**src/sv/wtr_pkg.sv**
```systemverilog
package wtr_pkg;

  localparam int MAX_WIDTH  = 512;
  localparam int MAX_HEIGHT = 256;

  localparam int COL_W  = $clog2(MAX_WIDTH);   // column index
  localparam int WID_W  = COL_W + 1;           // width value, up to MAX_WIDTH
  localparam int ROW_W  = $clog2(MAX_HEIGHT);  // row index
  localparam int SMP_W  = 32;
  localparam int CNT_W  = 16;                  // sample index / sample_count
  localparam int CLR_W  = 32;
  localparam int PW_REG_W = 10;
  localparam int PH_REG_W = 9;

  localparam int CFG_IDX_W  = 3;
  localparam int CFG_DATA_W = 32;

  // register indexes
  localparam logic [CFG_IDX_W-1:0] REG_FULL_SCALE   = 3'd0;
  localparam logic [CFG_IDX_W-1:0] REG_SAMPLE_COUNT = 3'd1;
  localparam logic [CFG_IDX_W-1:0] REG_PLOT_WIDTH   = 3'd2;
  localparam logic [CFG_IDX_W-1:0] REG_PLOT_HEIGHT  = 3'd3;
  localparam logic [CFG_IDX_W-1:0] REG_TRACE_COLOR  = 3'd4;

  // effective configuration seen by front and back
  typedef struct packed {
    logic [SMP_W-1:0] full_scale;
    logic [CNT_W-1:0] sample_count;
    logic [WID_W-1:0] width;       // clamped to MAX_WIDTH
    logic [ROW_W-1:0] height_m1;   // clamped height minus one
    logic [CLR_W-1:0] color;
  } cfg_t;

  // picked point handed from front to back
  typedef struct packed {
    logic [SMP_W-1:0] diff;        // full_scale - clamped sample
    logic [COL_W-1:0] column;
    logic             first;
  } point_t;

endpackage

```
**src/sv/wtr_intf.sv**
```systemverilog
interface wtr_in_if;
  logic                      valid;
  logic                      ready;
  logic [wtr_pkg::SMP_W-1:0] sample;
  logic                      trace_start;
  modport source (output valid, sample, trace_start, input ready);
  modport sink   (input valid, sample, trace_start, output ready);
endinterface

interface wtr_out_if;
  logic                      valid;
  logic                      ready;
  logic [wtr_pkg::COL_W-1:0] column;
  logic [wtr_pkg::ROW_W-1:0] span_top;
  logic [wtr_pkg::ROW_W-1:0] span_bottom;
  logic [wtr_pkg::CLR_W-1:0] pixel_color;
  logic                      last_of_item;
  modport source (output valid, column, span_top, span_bottom, pixel_color, last_of_item,
                  input ready);
  modport sink   (input valid, column, span_top, span_bottom, pixel_color, last_of_item,
                  output ready);
endinterface

```
**src/sv/wtr_fifo.sv**
```systemverilog
module wtr_fifo (
  input  logic            clk,
  input  logic            rst_n,
  input  logic            push,
  input  wtr_pkg::point_t push_data,
  output logic            full,
  input  logic            pop,
  output wtr_pkg::point_t pop_data,
  output logic            empty
);
  import wtr_pkg::*;

  point_t     mem_r [2];
  logic       wr_ptr_r, rd_ptr_r;
  logic [1:0] count_r;

  assign full     = (count_r == 2'd2);
  assign empty    = (count_r == 2'd0);
  assign pop_data = mem_r[rd_ptr_r];

  // storage
  always_ff @(posedge clk) begin
    if (push) mem_r[wr_ptr_r] <= push_data;
  end

  // pointers and fill count
  always_ff @(posedge clk) begin
    if (!rst_n) begin
      wr_ptr_r <= 1'b0;
      rd_ptr_r <= 1'b0;
      count_r  <= 2'd0;
    end else begin
      if (push) wr_ptr_r <= ~wr_ptr_r;
      if (pop)  rd_ptr_r <= ~rd_ptr_r;
      count_r <= count_r + {1'b0, push} - {1'b0, pop};
    end
  end
endmodule

```
**src/sv/wtr_front.sv**
```systemverilog
module wtr_front (
  input  logic            clk,
  input  logic            rst_n,
  input  wtr_pkg::cfg_t   cfg,
  wtr_in_if.sink          in_if,
  output logic            push,
  output wtr_pkg::point_t push_data,
  input  logic            q_full
);
  import wtr_pkg::*;

  localparam logic [1:0] F_IDLE = 2'd0;
  localparam logic [1:0] F_MUL  = 2'd1;
  localparam logic [1:0] F_DIV  = 2'd2;

  logic [1:0]       state_r, state_nxt;
  logic [CNT_W-1:0] sidx_r, sidx_nxt;
  logic [WID_W-1:0] col_r, col_nxt;
  logic [CNT_W-1:0] npi_r, npi_nxt;
  logic             first_r, first_nxt;
  logic [COL_W-1:0] ncol_r, ncol_nxt;
  logic [COL_W:0]   rem_r, rem_nxt;
  logic [CNT_W-1:0] q_r, q_nxt;
  logic [4:0]       cnt_r, cnt_nxt;

  logic             accept, picked;
  logic [CNT_W-1:0] idx, e_npi;
  logic [WID_W-1:0] e_col, col_inc;
  logic             e_first;
  logic [SMP_W-1:0] v_clamp;
  logic [COL_W+CNT_W-1:0] prod;
  logic [COL_W+1:0] trial;

  assign in_if.ready = (state_r == F_IDLE) && !q_full;
  assign accept      = in_if.valid && in_if.ready;

  // classify the item against the current pick
  always_comb begin
    idx     = in_if.trace_start ? '0 : sidx_r;
    e_col   = in_if.trace_start ? '0 : col_r;
    e_npi   = in_if.trace_start ? '0 : npi_r;
    e_first = in_if.trace_start ? 1'b1 : first_r;
    col_inc = e_col + 1'b1;
    picked  = (cfg.full_scale != '0) && (e_col < cfg.width) && (idx == e_npi)
              && (e_npi < cfg.sample_count);
    v_clamp = (in_if.sample > cfg.full_scale) ? cfg.full_scale : in_if.sample;
    push    = accept && picked;
    push_data.diff   = cfg.full_scale - v_clamp;
    push_data.column = e_col[COL_W-1:0];
    push_data.first  = e_first;
  end

  // pick division: (col * sample_count) / width, one quotient bit a cycle
  always_comb begin
    prod  = ncol_r * cfg.sample_count;
    trial = {rem_r, q_r[CNT_W-1]};
  end

  always_comb begin
    state_nxt = state_r;
    sidx_nxt  = sidx_r;
    col_nxt   = col_r;
    npi_nxt   = npi_r;
    first_nxt = first_r;
    ncol_nxt  = ncol_r;
    rem_nxt   = rem_r;
    q_nxt     = q_r;
    cnt_nxt   = cnt_r;
    case (state_r)
      F_IDLE: begin
        if (accept) begin
          sidx_nxt  = (idx != {CNT_W{1'b1}}) ? idx + 1'b1 : idx;
          col_nxt   = e_col;
          npi_nxt   = e_npi;
          first_nxt = e_first;
          if (picked) begin
            first_nxt = 1'b0;
            col_nxt   = col_inc;
            if (col_inc < cfg.width) begin
              if (cfg.sample_count <= CNT_W'(cfg.width)) begin
                npi_nxt = CNT_W'(col_inc);
              end else begin
                ncol_nxt  = col_inc[COL_W-1:0];
                state_nxt = F_MUL;
              end
            end
          end
        end
      end
      F_MUL: begin
        rem_nxt   = {1'b0, prod[COL_W+CNT_W-1:CNT_W]};
        q_nxt     = prod[CNT_W-1:0];
        cnt_nxt   = 5'(CNT_W);
        state_nxt = F_DIV;
      end
      F_DIV: begin
        if (trial >= (COL_W+2)'(cfg.width)) begin
          rem_nxt = (COL_W+1)'(trial - (COL_W+2)'(cfg.width));
          q_nxt   = {q_r[CNT_W-2:0], 1'b1};
        end else begin
          rem_nxt = trial[COL_W:0];
          q_nxt   = {q_r[CNT_W-2:0], 1'b0};
        end
        cnt_nxt = cnt_r - 1'b1;
        if (cnt_r == 5'd1) begin
          npi_nxt   = q_nxt;
          state_nxt = F_IDLE;
        end
      end
      default: state_nxt = F_IDLE;
    endcase
  end

  always_ff @(posedge clk) begin
    if (!rst_n) begin
      state_r <= F_IDLE;
      sidx_r  <= '0;
      col_r   <= '0;
      npi_r   <= '0;
      first_r <= 1'b1;
    end else begin
      state_r <= state_nxt;
      sidx_r  <= sidx_nxt;
      col_r   <= col_nxt;
      npi_r   <= npi_nxt;
      first_r <= first_nxt;
    end
  end

  always_ff @(posedge clk) begin
    ncol_r <= ncol_nxt;
    rem_r  <= rem_nxt;
    q_r    <= q_nxt;
    cnt_r  <= cnt_nxt;
  end
endmodule

```
**src/sv/wtr_back.sv**
```systemverilog
module wtr_back (
  input  logic            clk,
  input  logic            rst_n,
  input  wtr_pkg::cfg_t   cfg,
  input  wtr_pkg::point_t pop_data,
  input  logic            q_empty,
  output logic            pop,
  wtr_out_if.source       out_if
);
  import wtr_pkg::*;

  localparam logic [2:0] B_IDLE = 3'd0;
  localparam logic [2:0] B_MUL  = 3'd1;
  localparam logic [2:0] B_DIV  = 3'd2;
  localparam logic [2:0] B_OUT0 = 3'd3;
  localparam logic [2:0] B_OUT1 = 3'd4;

  logic [2:0]       state_r, state_nxt;
  point_t           pt_r, pt_nxt;
  logic [SMP_W-1:0] rem_r, rem_nxt;
  logic [ROW_W-1:0] q_r, q_nxt;
  logic [3:0]       cnt_r, cnt_nxt;
  logic [ROW_W-1:0] prev_r, prev_nxt;

  logic             ov_r, ov_nxt;
  logic [COL_W-1:0] o_col_r, o_col_nxt;
  logic [ROW_W-1:0] o_top_r, o_top_nxt, o_bot_r, o_bot_nxt;
  logic             o_last_r, o_last_nxt;

  logic [SMP_W+ROW_W-1:0] prod;
  logic [SMP_W:0]   trial;
  logic             can_load, up;
  logic [ROW_W-1:0] y, y2, d, h2, mid0, mid1, lo0, hi0, lo1, hi1;

  assign can_load = !ov_r || out_if.ready;
  assign pop      = (state_r == B_IDLE) && !q_empty;

  assign out_if.valid        = ov_r;
  assign out_if.column       = o_col_r;
  assign out_if.span_top     = o_top_r;
  assign out_if.span_bottom  = o_bot_r;
  assign out_if.pixel_color  = cfg.color;
  assign out_if.last_of_item = o_last_r;

  // row division: diff * (height-1) / full_scale, one quotient bit a cycle
  always_comb begin
    prod  = pt_r.diff * cfg.height_m1;
    trial = {rem_r, q_r[ROW_W-1]};
  end

  // line spans between previous row and new row, one column apart
  always_comb begin
    y    = prev_r;
    y2   = q_r;
    up   = y < y2;
    d    = up ? y2 - y : y - y2;
    h2   = d >> 1;
    mid0 = up ? y + h2 : y - h2;
    mid1 = (d == '0) ? y2 : (up ? y + h2 + 1'b1 : y - h2 - 1'b1);
    lo0  = up ? y : mid0;
    hi0  = up ? mid0 : y;
    lo1  = up ? mid1 : y2;
    hi1  = up ? y2 : mid1;
  end

  always_comb begin
    state_nxt  = state_r;
    pt_nxt     = pt_r;
    rem_nxt    = rem_r;
    q_nxt      = q_r;
    cnt_nxt    = cnt_r;
    prev_nxt   = prev_r;
    ov_nxt     = ov_r && !out_if.ready;
    o_col_nxt  = o_col_r;
    o_top_nxt  = o_top_r;
    o_bot_nxt  = o_bot_r;
    o_last_nxt = o_last_r;
    case (state_r)
      B_IDLE: begin
        if (pop) begin
          pt_nxt    = pop_data;
          state_nxt = B_MUL;
        end
      end
      B_MUL: begin
        rem_nxt   = prod[SMP_W+ROW_W-1:ROW_W];
        q_nxt     = prod[ROW_W-1:0];
        cnt_nxt   = 4'(ROW_W);
        state_nxt = B_DIV;
      end
      B_DIV: begin
        if (trial >= {1'b0, cfg.full_scale}) begin
          rem_nxt = SMP_W'(trial - {1'b0, cfg.full_scale});
          q_nxt   = {q_r[ROW_W-2:0], 1'b1};
        end else begin
          rem_nxt = trial[SMP_W-1:0];
          q_nxt   = {q_r[ROW_W-2:0], 1'b0};
        end
        cnt_nxt = cnt_r - 1'b1;
        if (cnt_r == 4'd1) state_nxt = B_OUT0;
      end
      B_OUT0: begin
        if (can_load) begin
          ov_nxt = 1'b1;
          if (pt_r.first) begin
            o_col_nxt  = pt_r.column;
            o_top_nxt  = q_r;
            o_bot_nxt  = q_r;
            o_last_nxt = 1'b1;
            prev_nxt   = q_r;
            state_nxt  = B_IDLE;
          end else begin
            o_col_nxt  = pt_r.column - 1'b1;
            o_top_nxt  = lo0;
            o_bot_nxt  = hi0;
            o_last_nxt = 1'b0;
            state_nxt  = B_OUT1;
          end
        end
      end
      B_OUT1: begin
        if (can_load) begin
          ov_nxt     = 1'b1;
          o_col_nxt  = pt_r.column;
          o_top_nxt  = lo1;
          o_bot_nxt  = hi1;
          o_last_nxt = 1'b1;
          prev_nxt   = q_r;
          state_nxt  = B_IDLE;
        end
      end
      default: state_nxt = B_IDLE;
    endcase
  end

  always_ff @(posedge clk) begin
    if (!rst_n) begin
      state_r <= B_IDLE;
      ov_r    <= 1'b0;
      prev_r  <= '0;
    end else begin
      state_r <= state_nxt;
      ov_r    <= ov_nxt;
      prev_r  <= prev_nxt;
    end
  end

  always_ff @(posedge clk) begin
    pt_r     <= pt_nxt;
    rem_r    <= rem_nxt;
    q_r      <= q_nxt;
    cnt_r    <= cnt_nxt;
    o_col_r  <= o_col_nxt;
    o_top_r  <= o_top_nxt;
    o_bot_r  <= o_bot_nxt;
    o_last_r <= o_last_nxt;
  end
endmodule

```
**src/sv/waveform_trace_rasterizer_top.sv**
```systemverilog
// channel   dir  handshake            payload
// in_if     in   valid/ready          sample, trace_start
// out_if    out  valid/ready          column, span_top, span_bottom, pixel_color, last_of_item
// cfg_*     in   cfg_we (no stall)    cfg_index, cfg_data
//
// An unpicked item is handled in F_IDLE alone. A picked item also needs a multiply and a
// 16-step pick division when sample_count exceeds the width; in_if is not ready meanwhile.
// The back pops a point and runs the row division (1 multiply, 8 steps),
// then emits its spans, one for the first point of a trace and two otherwise.
// A 2-entry queue parts front and back; out_if is registered; a stall holds back and front.
// Synchronous active-low reset; no clearing pass.
module waveform_trace_rasterizer_top (
  input  logic                               clk,
  input  logic                               rst_n,
  wtr_in_if.sink                             in_if,
  wtr_out_if.source                          out_if,
  input  logic                               cfg_we,
  input  logic [wtr_pkg::CFG_IDX_W-1:0]      cfg_index,
  input  logic [wtr_pkg::CFG_DATA_W-1:0]     cfg_data
);
  import wtr_pkg::*;

  logic [SMP_W-1:0]    full_scale_r;
  logic [CNT_W-1:0]    sample_count_r;
  logic [PW_REG_W-1:0] plot_width_r;
  logic [PH_REG_W-1:0] plot_height_r;
  logic [CLR_W-1:0]    trace_color_r;

  cfg_t   cfg;
  point_t push_data, pop_data;
  logic   push, pop, q_full, q_empty;

  // configuration registers
  always_ff @(posedge clk) begin
    if (!rst_n) begin
      full_scale_r   <= SMP_W'(4095);
      sample_count_r <= CNT_W'(1024);
      plot_width_r   <= PW_REG_W'(512);
      plot_height_r  <= PH_REG_W'(256);
      trace_color_r  <= 32'hFF00FF00;
    end else if (cfg_we) begin
      case (cfg_index)
        REG_FULL_SCALE:   full_scale_r   <= cfg_data[SMP_W-1:0];
        REG_SAMPLE_COUNT: sample_count_r <= cfg_data[CNT_W-1:0];
        REG_PLOT_WIDTH:   plot_width_r   <= cfg_data[PW_REG_W-1:0];
        REG_PLOT_HEIGHT:  plot_height_r  <= cfg_data[PH_REG_W-1:0];
        REG_TRACE_COLOR:  trace_color_r  <= cfg_data[CLR_W-1:0];
        default: ;
      endcase
    end
  end

  // clamped width and height
  always_comb begin
    cfg.full_scale   = full_scale_r;
    cfg.sample_count = sample_count_r;
    cfg.color        = trace_color_r;
    if (plot_width_r > PW_REG_W'(MAX_WIDTH)) cfg.width = WID_W'(MAX_WIDTH);
    else                                     cfg.width = WID_W'(plot_width_r);
    if (plot_height_r == '0)                         cfg.height_m1 = '0;
    else if (plot_height_r > PH_REG_W'(MAX_HEIGHT))  cfg.height_m1 = ROW_W'(MAX_HEIGHT - 1);
    else                                             cfg.height_m1 = ROW_W'(plot_height_r - 1'b1);
  end

  wtr_front u_front (
    .clk       (clk),
    .rst_n     (rst_n),
    .cfg       (cfg),
    .in_if     (in_if),
    .push      (push),
    .push_data (push_data),
    .q_full    (q_full)
  );

  wtr_fifo u_fifo (
    .clk       (clk),
    .rst_n     (rst_n),
    .push      (push),
    .push_data (push_data),
    .full      (q_full),
    .pop       (pop),
    .pop_data  (pop_data),
    .empty     (q_empty)
  );

  wtr_back u_back (
    .clk      (clk),
    .rst_n    (rst_n),
    .cfg      (cfg),
    .pop_data (pop_data),
    .q_empty  (q_empty),
    .pop      (pop),
    .out_if   (out_if)
  );
endmodule
```
**src/flat_wrapper.sv**
```systemverilog
// flat-port wrapper written by rule: the top's interface ports become plain ports
module waveform_trace_rasterizer_top_flat import wtr_pkg::*;
  (clk, rst_n, cfg_we, cfg_index, cfg_data, in_if_valid, in_if_sample, in_if_trace_start, in_if_ready, out_if_valid, out_if_column, out_if_span_top, out_if_span_bottom, out_if_pixel_color, out_if_last_of_item, out_if_ready);
  wtr_in_if in_if_i ();
  wtr_out_if out_if_i ();
  input  logic clk;
  input  logic rst_n;
  input  logic cfg_we;
  input  logic [wtr_pkg::CFG_IDX_W-1:0] cfg_index;
  input  logic [wtr_pkg::CFG_DATA_W-1:0] cfg_data;
  input wire logic [$bits(in_if_i.valid)-1:0] in_if_valid;
  input wire logic [$bits(in_if_i.sample)-1:0] in_if_sample;
  input wire logic [$bits(in_if_i.trace_start)-1:0] in_if_trace_start;
  output wire logic [$bits(in_if_i.ready)-1:0] in_if_ready;
  output wire logic [$bits(out_if_i.valid)-1:0] out_if_valid;
  output wire logic [$bits(out_if_i.column)-1:0] out_if_column;
  output wire logic [$bits(out_if_i.span_top)-1:0] out_if_span_top;
  output wire logic [$bits(out_if_i.span_bottom)-1:0] out_if_span_bottom;
  output wire logic [$bits(out_if_i.pixel_color)-1:0] out_if_pixel_color;
  output wire logic [$bits(out_if_i.last_of_item)-1:0] out_if_last_of_item;
  input wire logic [$bits(out_if_i.ready)-1:0] out_if_ready;
  assign in_if_i.valid = in_if_valid;
  assign in_if_i.sample = in_if_sample;
  assign in_if_i.trace_start = in_if_trace_start;
  assign in_if_ready = in_if_i.ready;
  assign out_if_valid = out_if_i.valid;
  assign out_if_column = out_if_i.column;
  assign out_if_span_top = out_if_i.span_top;
  assign out_if_span_bottom = out_if_i.span_bottom;
  assign out_if_pixel_color = out_if_i.pixel_color;
  assign out_if_last_of_item = out_if_i.last_of_item;
  assign out_if_i.ready = out_if_ready;
  waveform_trace_rasterizer_top u_core (.clk(clk), .rst_n(rst_n), .in_if(in_if_i), .out_if(out_if_i), .cfg_we(cfg_we), .cfg_index(cfg_index), .cfg_data(cfg_data));
endmodule
```
**config.mk**
```make
export PLATFORM = sky130hd
export DESIGN_NAME = waveform_trace_rasterizer_top_flat
export DESIGN_NICKNAME = d
export VERILOG_FILES = /design/src/sv/wtr_pkg.sv /design/src/sv/wtr_intf.sv /design/src/sv/wtr_fifo.sv /design/src/sv/wtr_front.sv /design/src/sv/wtr_back.sv /design/src/sv/waveform_trace_rasterizer_top.sv /design/src/flat_wrapper.sv
export SDC_FILE = /design/constraint.sdc
export NUM_CORES = 2
export LEC_CHECK = 0
export ABC_CLOCK_PERIOD_IN_PS = 6450
export BUFFER_PORTS_ARGS = -buffer_cell sky130_fd_sc_hd__buf_2
export CAP_MARGIN = 20
export CORE_UTILIZATION = 55
export CTS_CLUSTER_DIAMETER = 120
export DETAILED_ROUTE_END_ITERATION = 7
export GPL_ROUTABILITY_DRIVEN = 1
export PLACE_DENSITY = 0.78
export SETUP_SLACK_MARGIN = 0.5
export SLEW_MARGIN = 20
export SYNTH_ARGS = -nofsm -noshare
export SYNTH_HDL_FRONTEND = slang
export SYNTH_HIERARCHICAL = 1
export SYNTH_SLANG_ARGS = --single-unit
```
**constraint.sdc**
```tcl
create_clock -name clk -period 6.45 [get_ports clk]
set_input_delay 0.3225 -clock clk [delete_from_list [all_inputs] [get_ports clk]]
set_output_delay 0.3225 -clock clk [all_outputs]
set_load 0.005 [all_outputs]
```
; Word-level counts from Yosys, hierarchy flattened
; Memories as Yosys holds them, arrays and structs flattened. A register that Yosys moved wholly into a read port is not among the register bits.
; Cells that the tools add are included.
[totals]
memories = 1
ramBits = 84
regBits = 270
in_bits = 73
[classes]
n_bitwise = 3
add_sub_neg = 17
reduce_logical = 38
n_lt_le_gt_ge = 10
n_mul = 2
n_mux = 71
eq_ne = 25
[mem_list]
columns = memory, depth, word_bits, read_ports, rd_ports_with_merged_regs, write_ports, line
row1 = u_core.u_fifo.mem_r, 2, 42, 1, 1, 1, wtr_fifo.sv:13  ; point_t mem_r [2];
[ops]
columns = operator, count
row1 = two-way mux 8 bit, 19
row2 = two-way mux 16 bit, 8
row3 = two-way mux 32 bit, 2
row4 = one-hot mux 16 bit (2 select lines), 2
row5 = one-hot mux 32 bit (2 select lines), 1
row6 = one-hot mux 8 bit (2 select lines), 4
row7 = subtractor 32 bit, 2
row8 = multiplier 32 x 8 -> 40 bit, 1
row9 = two-way mux 10 bit, 4
row10 = >= comparator 33 x 32 -> 1 bit, 1
row11 = > comparator 32 bit, 1
row12 = nonzero test 32 bit, 1
row13 = two-way mux 9 bit, 3
row14 = multiplier 9 x 16 -> 25 bit, 1
row15 = < comparator 10 bit, 2
row16 = one-hot mux 10 bit (2 select lines), 1
row17 = one-hot mux 9 bit (2 select lines), 1
row18 = adder 16 x 1 -> 16 bit (second input constant), 1
row19 = equality test 16 bit, 1
row20 = less-or-equal comparator 16 x 10 -> 1 bit, 1
row21 = < comparator 16 bit, 1
row22 = inequality test 16 bit (second input constant), 1
row23 = inequality test 2 bit (second input constant), 8
row24 = subtractor 8 x 1 -> 8 bit (second input constant), 2
row25 = other kinds (45), 97

; Depth between registers and ports, before layout
[depth]
depth_word = 9
mapped_depth = 27
ltp_nobuf = 24

; Cells and area by module
; Netlist, hierarchy kept.
[by_module_without_submodules]
columns = mod, cells_per_inst, seq_area_each_um2, area_per_inst_um2, instances
row1 = wtr_back, 1906, 3603.5, 17133.9, 1
row2 = wtr_front, 1573, 2102.0, 12943.7, 1
row3 = waveform_trace_rasterizer_top, 498, 1981.9, 4013.8, 1
row4 = wtr_fifo, 152, 2622.5, 3462.1, 1

; Worst setup path before layout
; Ideal clock, no wire load.
[synth_path]
path_type = register to register
startpoint = register u_core.plot_height_r[0]
endpoint = register u_core.u_back.rem_r[30], data pin
setup_ps = 269
n_path_buf = 2
path_stages_with_launch = 25
synth_period_minus_slack_ps = 6325
t_arrival_ps = 6055
path_slack_ps = 125
cell_sequence = dfxtp_1 -> inv_1 -> ha_1 -> or3b_2 -> clkbuf_1 -> o21ai_0 -> a211oi_1 -> clkbuf_1 -> and2_1 -> fa_1 -> fa_1 -> fa_1 -> inv_1 -> fa_1 -> inv_1 -> ha_1 -> a21o_1 -> a21o_1 -> a211oi_1 -> nor2_1 -> or3_1 -> o21a_1 -> a311oi_1 -> xor2_1 -> o21ai_0
[synth_rtl]
columns = item, line
row1 = start: declaration, waveform_trace_rasterizer_top.sv:26  ; logic [PH_REG_W-1:0] plot_height_r;
row2 = start signal: assignment, waveform_trace_rasterizer_top.sv:46  ; REG_PLOT_HEIGHT: plot_height_r <= cfg_data[PH_REG_W-1:0];
row3 = end signal: assignment, wtr_back.sv:150  ; rem_r <= rem_nxt;
row4 = end: declaration, wtr_back.sv:20  ; logic [SMP_W-1:0] rem_r, rem_nxt;

; Worst setup path after layout
[layout_path]
startpoint = register u_core.plot_height_r[1]
endpoint = register u_core.u_back.rem_r[23], data pin
[layout_via]
elab_chain_cells = 5
elab_cells_between_ends = 7
[layout_rtl]
columns = item, line
row1 = subtractor 8 x 1 -> 8 bit or > comparator 9 bit (tied branches), "waveform_trace_rasterizer_top.sv:62, waveform_trace_rasterizer_top.sv:61"
row2 = two-way mux 8 bit, waveform_trace_rasterizer_top.sv:61  ; else if (plot_height_r > PH_REG_W'(MAX_HEIGHT)) cfg.height_m1 = ROW_W'(MAX_HEIGHT - 1);
row3 = two-way mux 8 bit (*), waveform_trace_rasterizer_top.sv:60  ; if (plot_height_r == '0) cfg.height_m1 = '0;
row4 = multiplier 32 x 8 -> 40 bit (*), wtr_back.sv:47  ; prod = pt_r.diff * cfg.height_m1;
row5 = one-hot mux 32 bit (2 select lines) (*), wtr_back.sv:78  ; case (state_r)
row6 = named net u_core.u_back.rem_nxt[23], wtr_back.sv:20
; Mark *: on every way through the listed nets, which the timed path passes. The rest lies on a longest branch.
; A chain may end at the register's enable or synchronous reset.

==> impl_summary.txt <==
----------------------------------------------------
[Routing]
  Number of nets with antenna violations after routing ... 0
  Detailed-router iteration count before antenna repair ... 7
  Routed via count divided by cell count ... about 5.8
  Mean routed wirelength per cell ... around 20 µm
  Number of violations reported at the end of detailed-routing iteration 0 ... 2,568
  DRT Wirelength ... around 110 mm
  Count of vias placed by the detailed router ... just over 30,000
  # DRC ... 0

[Setup path]
  Endpoint of the worst setup timing path ... u_core/u_back/rem_r[23]
  Kind of end point of the critical path ... register
  Kind of critical path ... register to register
  Number of cells on the worst reg-to-reg path ... 25
  Worst reg2reg path startpoint ... u_core/plot_height_r[1]
  Data arrival time at the worst-slack endpoint ... between 6000 and 7000 ps
  R2R setup slack ... around 200 ps
  Launch point of the worst path ... u_core/plot_height_r[1]
  Critical Path Start Type ... register
  Crit path max fanout ... 6
  Worst R2R End ... u_core/u_back/rem_r[23]
  Data required, critical path ... roughly 6800 ps

[CTS]
  Clock Latency Late Sink ... between 600 and 700 ps
  Root buf cell ... clkbuf_16
  Clk sink count ... slightly below 400
  TritonCTS Buffers ... 45
  CTS clk-pin slew, worst paths ... around 60 ps
  Maximum buffer depth of the clock tree ... 3
  Level count of the clock H-tree ... 2
  CTS tree ... done

[Logic synthesis]
  Number of enable-type register cells in the synthesized netlist ... approximately 240
  Count leader, synth ... nand2_1
  Most frequent cells after synthesis ... nand2_1, inv_1, and2_1
  Net count after synthesis ... about 4,800
  Flip-flop and latch count after synthesis ... ~400
  Cell taking the most area after synthesis ... edfxtp_1
  Gate Count Post-Synth ... 4,129
  Warning count from the yosys run ... 6
  Yosys top cell area share ... a little under a fifth
  Cell types occupying the most area after synthesis ... edfxtp_1, fa_1, ha_1
  Async S/R FF share, synth ... 0%
  Number of distinct library cells after synthesis ... between 100 and 150
  Average size of a mapped cell ... around 9 µm²
  Register area share after synthesis ... 27.5%
  Syn Std Cell Area ... approximately 38,000 µm²
  Ys flop type ... edfxtp_1

[Timing]
  Worst Setup Slack, final ... between 200 and 250 ps
  RSZ-0062 raised after global routing ... yes
  Worst-case headroom to the max-slew limit ... 35.6%
  Final hold vios ... 0
  Max Clock Freq ... 0.160 GHz
  Worst clock skew ... between 40 and 50 ps
  Final-report setup violation count ... 0
  Transition time at the pin with the least slew margin ... 967 ps
  Fin crit period ... roughly 6200 ps
  Final Max Tran Viols ... 0
  Period utilisation layout ... a little over nine tenths

[Floorplan]
  Overall die width ... 263 µm
  Initial standard-cell utilization of the core ... 55.7%
  CORE AREA ... ~67,000 µm²
  Die Area ... between 60,000 and 70,000 µm²
  Site Rows ... 95
  DIE HEIGHT ... roughly 260 µm
  Number of top-level pins ... around 130

[Worst hold path]
  Hold Crit Start ... cfg_data[14]
  Worst hold path type ... input port to register

[Placed design]
  Number of I/O port buffers ... between 100 and 150
  Worst setup slack before clock tree synthesis ... -58.7 ps
  Global placer's final weighted congestion ... slightly below 1
  Half-perimeter wire length after detailed placement ... between 70 and 80 mm

[Global route]
  Grt total ovfl ... 0
  Largest net degree at the start of global routing ... 92
  Overall routing resource usage ... 29.7%
  First-pass GRT wire length ... ~160 mm
  Vias in the first global route ... approximately 30,000
  Initial antenna violation count ... 9

[Cells and area]
  Combined area of the multi-input logic cells ... approximately 25,000 µm²
  Fill cell count ... approximately 5,400
  Layout cell share with drive strength beyond 1 ... approximately 15%
  Final core utilization ... 63.3%
  Sequential standard cell area ... between 10,000 and 15,000 µm²
  Synth-to-Final Area Change ... 13.5%
  NumNets Final ... slightly below 5,000

[Flow run]
  Number of violations of the max-capacitance limit ... 0

[Status]
  Status ... complete, no violations

----------------------------------------------------
state kept, by name, indices dropped and copies added, names as in the netlist, 8 cells and up, named ones only:
signal / count
u_core/u_fifo/mem_r: 84
u_core/u_front/ncol_r: 9
u_core/plot_height_r: 9
u_core/sample_count_r: 16
u_core/u_front/npi_r: 16
u_core/u_front/q_r: 16
u_core/u_back/prev_r: 8
u_core/u_back/pt_r: 42
u_core/u_back/out_if.span_bottom: 8
u_core/u_back/out_if.column: 9
u_core/u_front/col_r: 10
u_core/plot_width_r: 10
u_core/full_scale_r: 32
u_core/u_front/rem_r: 10
u_core/trace_color_r: 32
u_core/u_front/sidx_r: 16
u_core/u_back/out_if.span_top: 8
u_core/u_back/rem_r: 32
u_core/u_back/q_r: 8
metrics by stage:
step | instances | cell area [µm²] | TNS [ps] | hold WS, ps
detailed placement | 5045 | 39500 | -201 | 443
global placement | 5045 | 39500 | -22.8 | 438
floorplan | 4129 | 37700 | 0 | 435
finish | 5225 | 42600 | 0 | 24.0
global route | 5222 | 42600 | -3.69 | 30.7
CTS | 5172 | 41900 | 0 | 2.65
cells in the final DEF (no fill, tap or decap), types with 59 or more instances in the layout:
cell,count
a21o_1,59
a21oi_1,196
and2_1,304
buf_2,131
buf_4,177
dfxtp_1,151
edfxtp_1,236
fa_1,278
ha_1,278
inv_1,503
nand2_1,505
nand3_1,80
nor2_1,161
nor2b_1,70
o21ai_0,140
xnor2_1,98
xor2_1,72
what timing repair did:
action / 4_1_cts / 5_1_grt
gates cloned: 2 / 4
endpoints found under the hold margin: 18 / 0
pin swaps: 70 / 81
buffers inserted: 28 / 45
hold buffers: 14 / 0
gates resized for setup: 87 / 85
setup endpoints to repair: 25 / 42
final cells by class:
class                           count  share of cell area, %
Multi-Input combinational cell   3010                   59.1
Sequential cell                   397                   24.2
Timing Repair Buffer              350                   6.02
Antenna cell                        4                 0.0235
Clock inverter                     20                  0.569
Clock buffer                       63                   3.07
Tap cell                          873                   2.56
Inverter                          508                   4.47
cell families (layout without fill, tap and decap cells):
group / Yosys count / count (layout) / share of synthesized area, %
AO/OA/AOI/OAI: 796 / 799 / 14.0
XOR/XNOR: 178 / 178 / 4.21
adder cells (fa/ha/maj): 584 / 584 / 25.2
buffers and inverters: 725 / 941 / 7.97
flip-flops: 397 / 397 / 27.5
multiplexers: 93 / 93 / 3.06
other: 0 / 4 / 0
AND/OR/NAND/NOR: 1356 / 1356 / 18.1
layer usage:
metal	vias to the layer above	part of all wire, %	global-route usage, %	wire, µm
li1	14246	-	-	-
met1	14817	40	38.0	42600
met2	1173	47	48.7	49400
met3	276	7.6	5.57	8050
met4	12	5.2	14.1	5500
met5	-	0.069	0	73
critical path: stages, from the launching register on:
cell      delay, ps
dfxtp_2         320
inv_2            70
ha_4            140
or3b_4          430
buf_4           170
nor3_4          230
buf_6           160
o22ai_4         120
and2_4          210
fa_2            360
fa_1            530
inv_1            50
fa_1            480
fa_1            570
inv_1            50
ha_1            350
o211a_1         250
o31ai_2          80
a21oi_2         100
o211ai_1        300
a211oi_2        120
buf_4           160
or2_4           260
a31oi_4         140
xnor2_1          80
mux2_2          260
worst min path at each step:
stage | endpoint | depth (start not counted)
3_5_place_dp | u_core/trace_color_r[20] | 2
6_report | u_core/sample_count_r[14] | 3
2_1_floorplan | u_core/trace_color_r[0] | 2
3_3_place_gp | u_core/trace_color_r[3] | 2
5_1_grt | u_core/trace_color_r[6] | 3
4_1_cts | u_core/sample_count_r[14] | 3
Power is not shown: default switching activity piles up to over one toggle a cycle in this logic, so the estimate is an artifact.
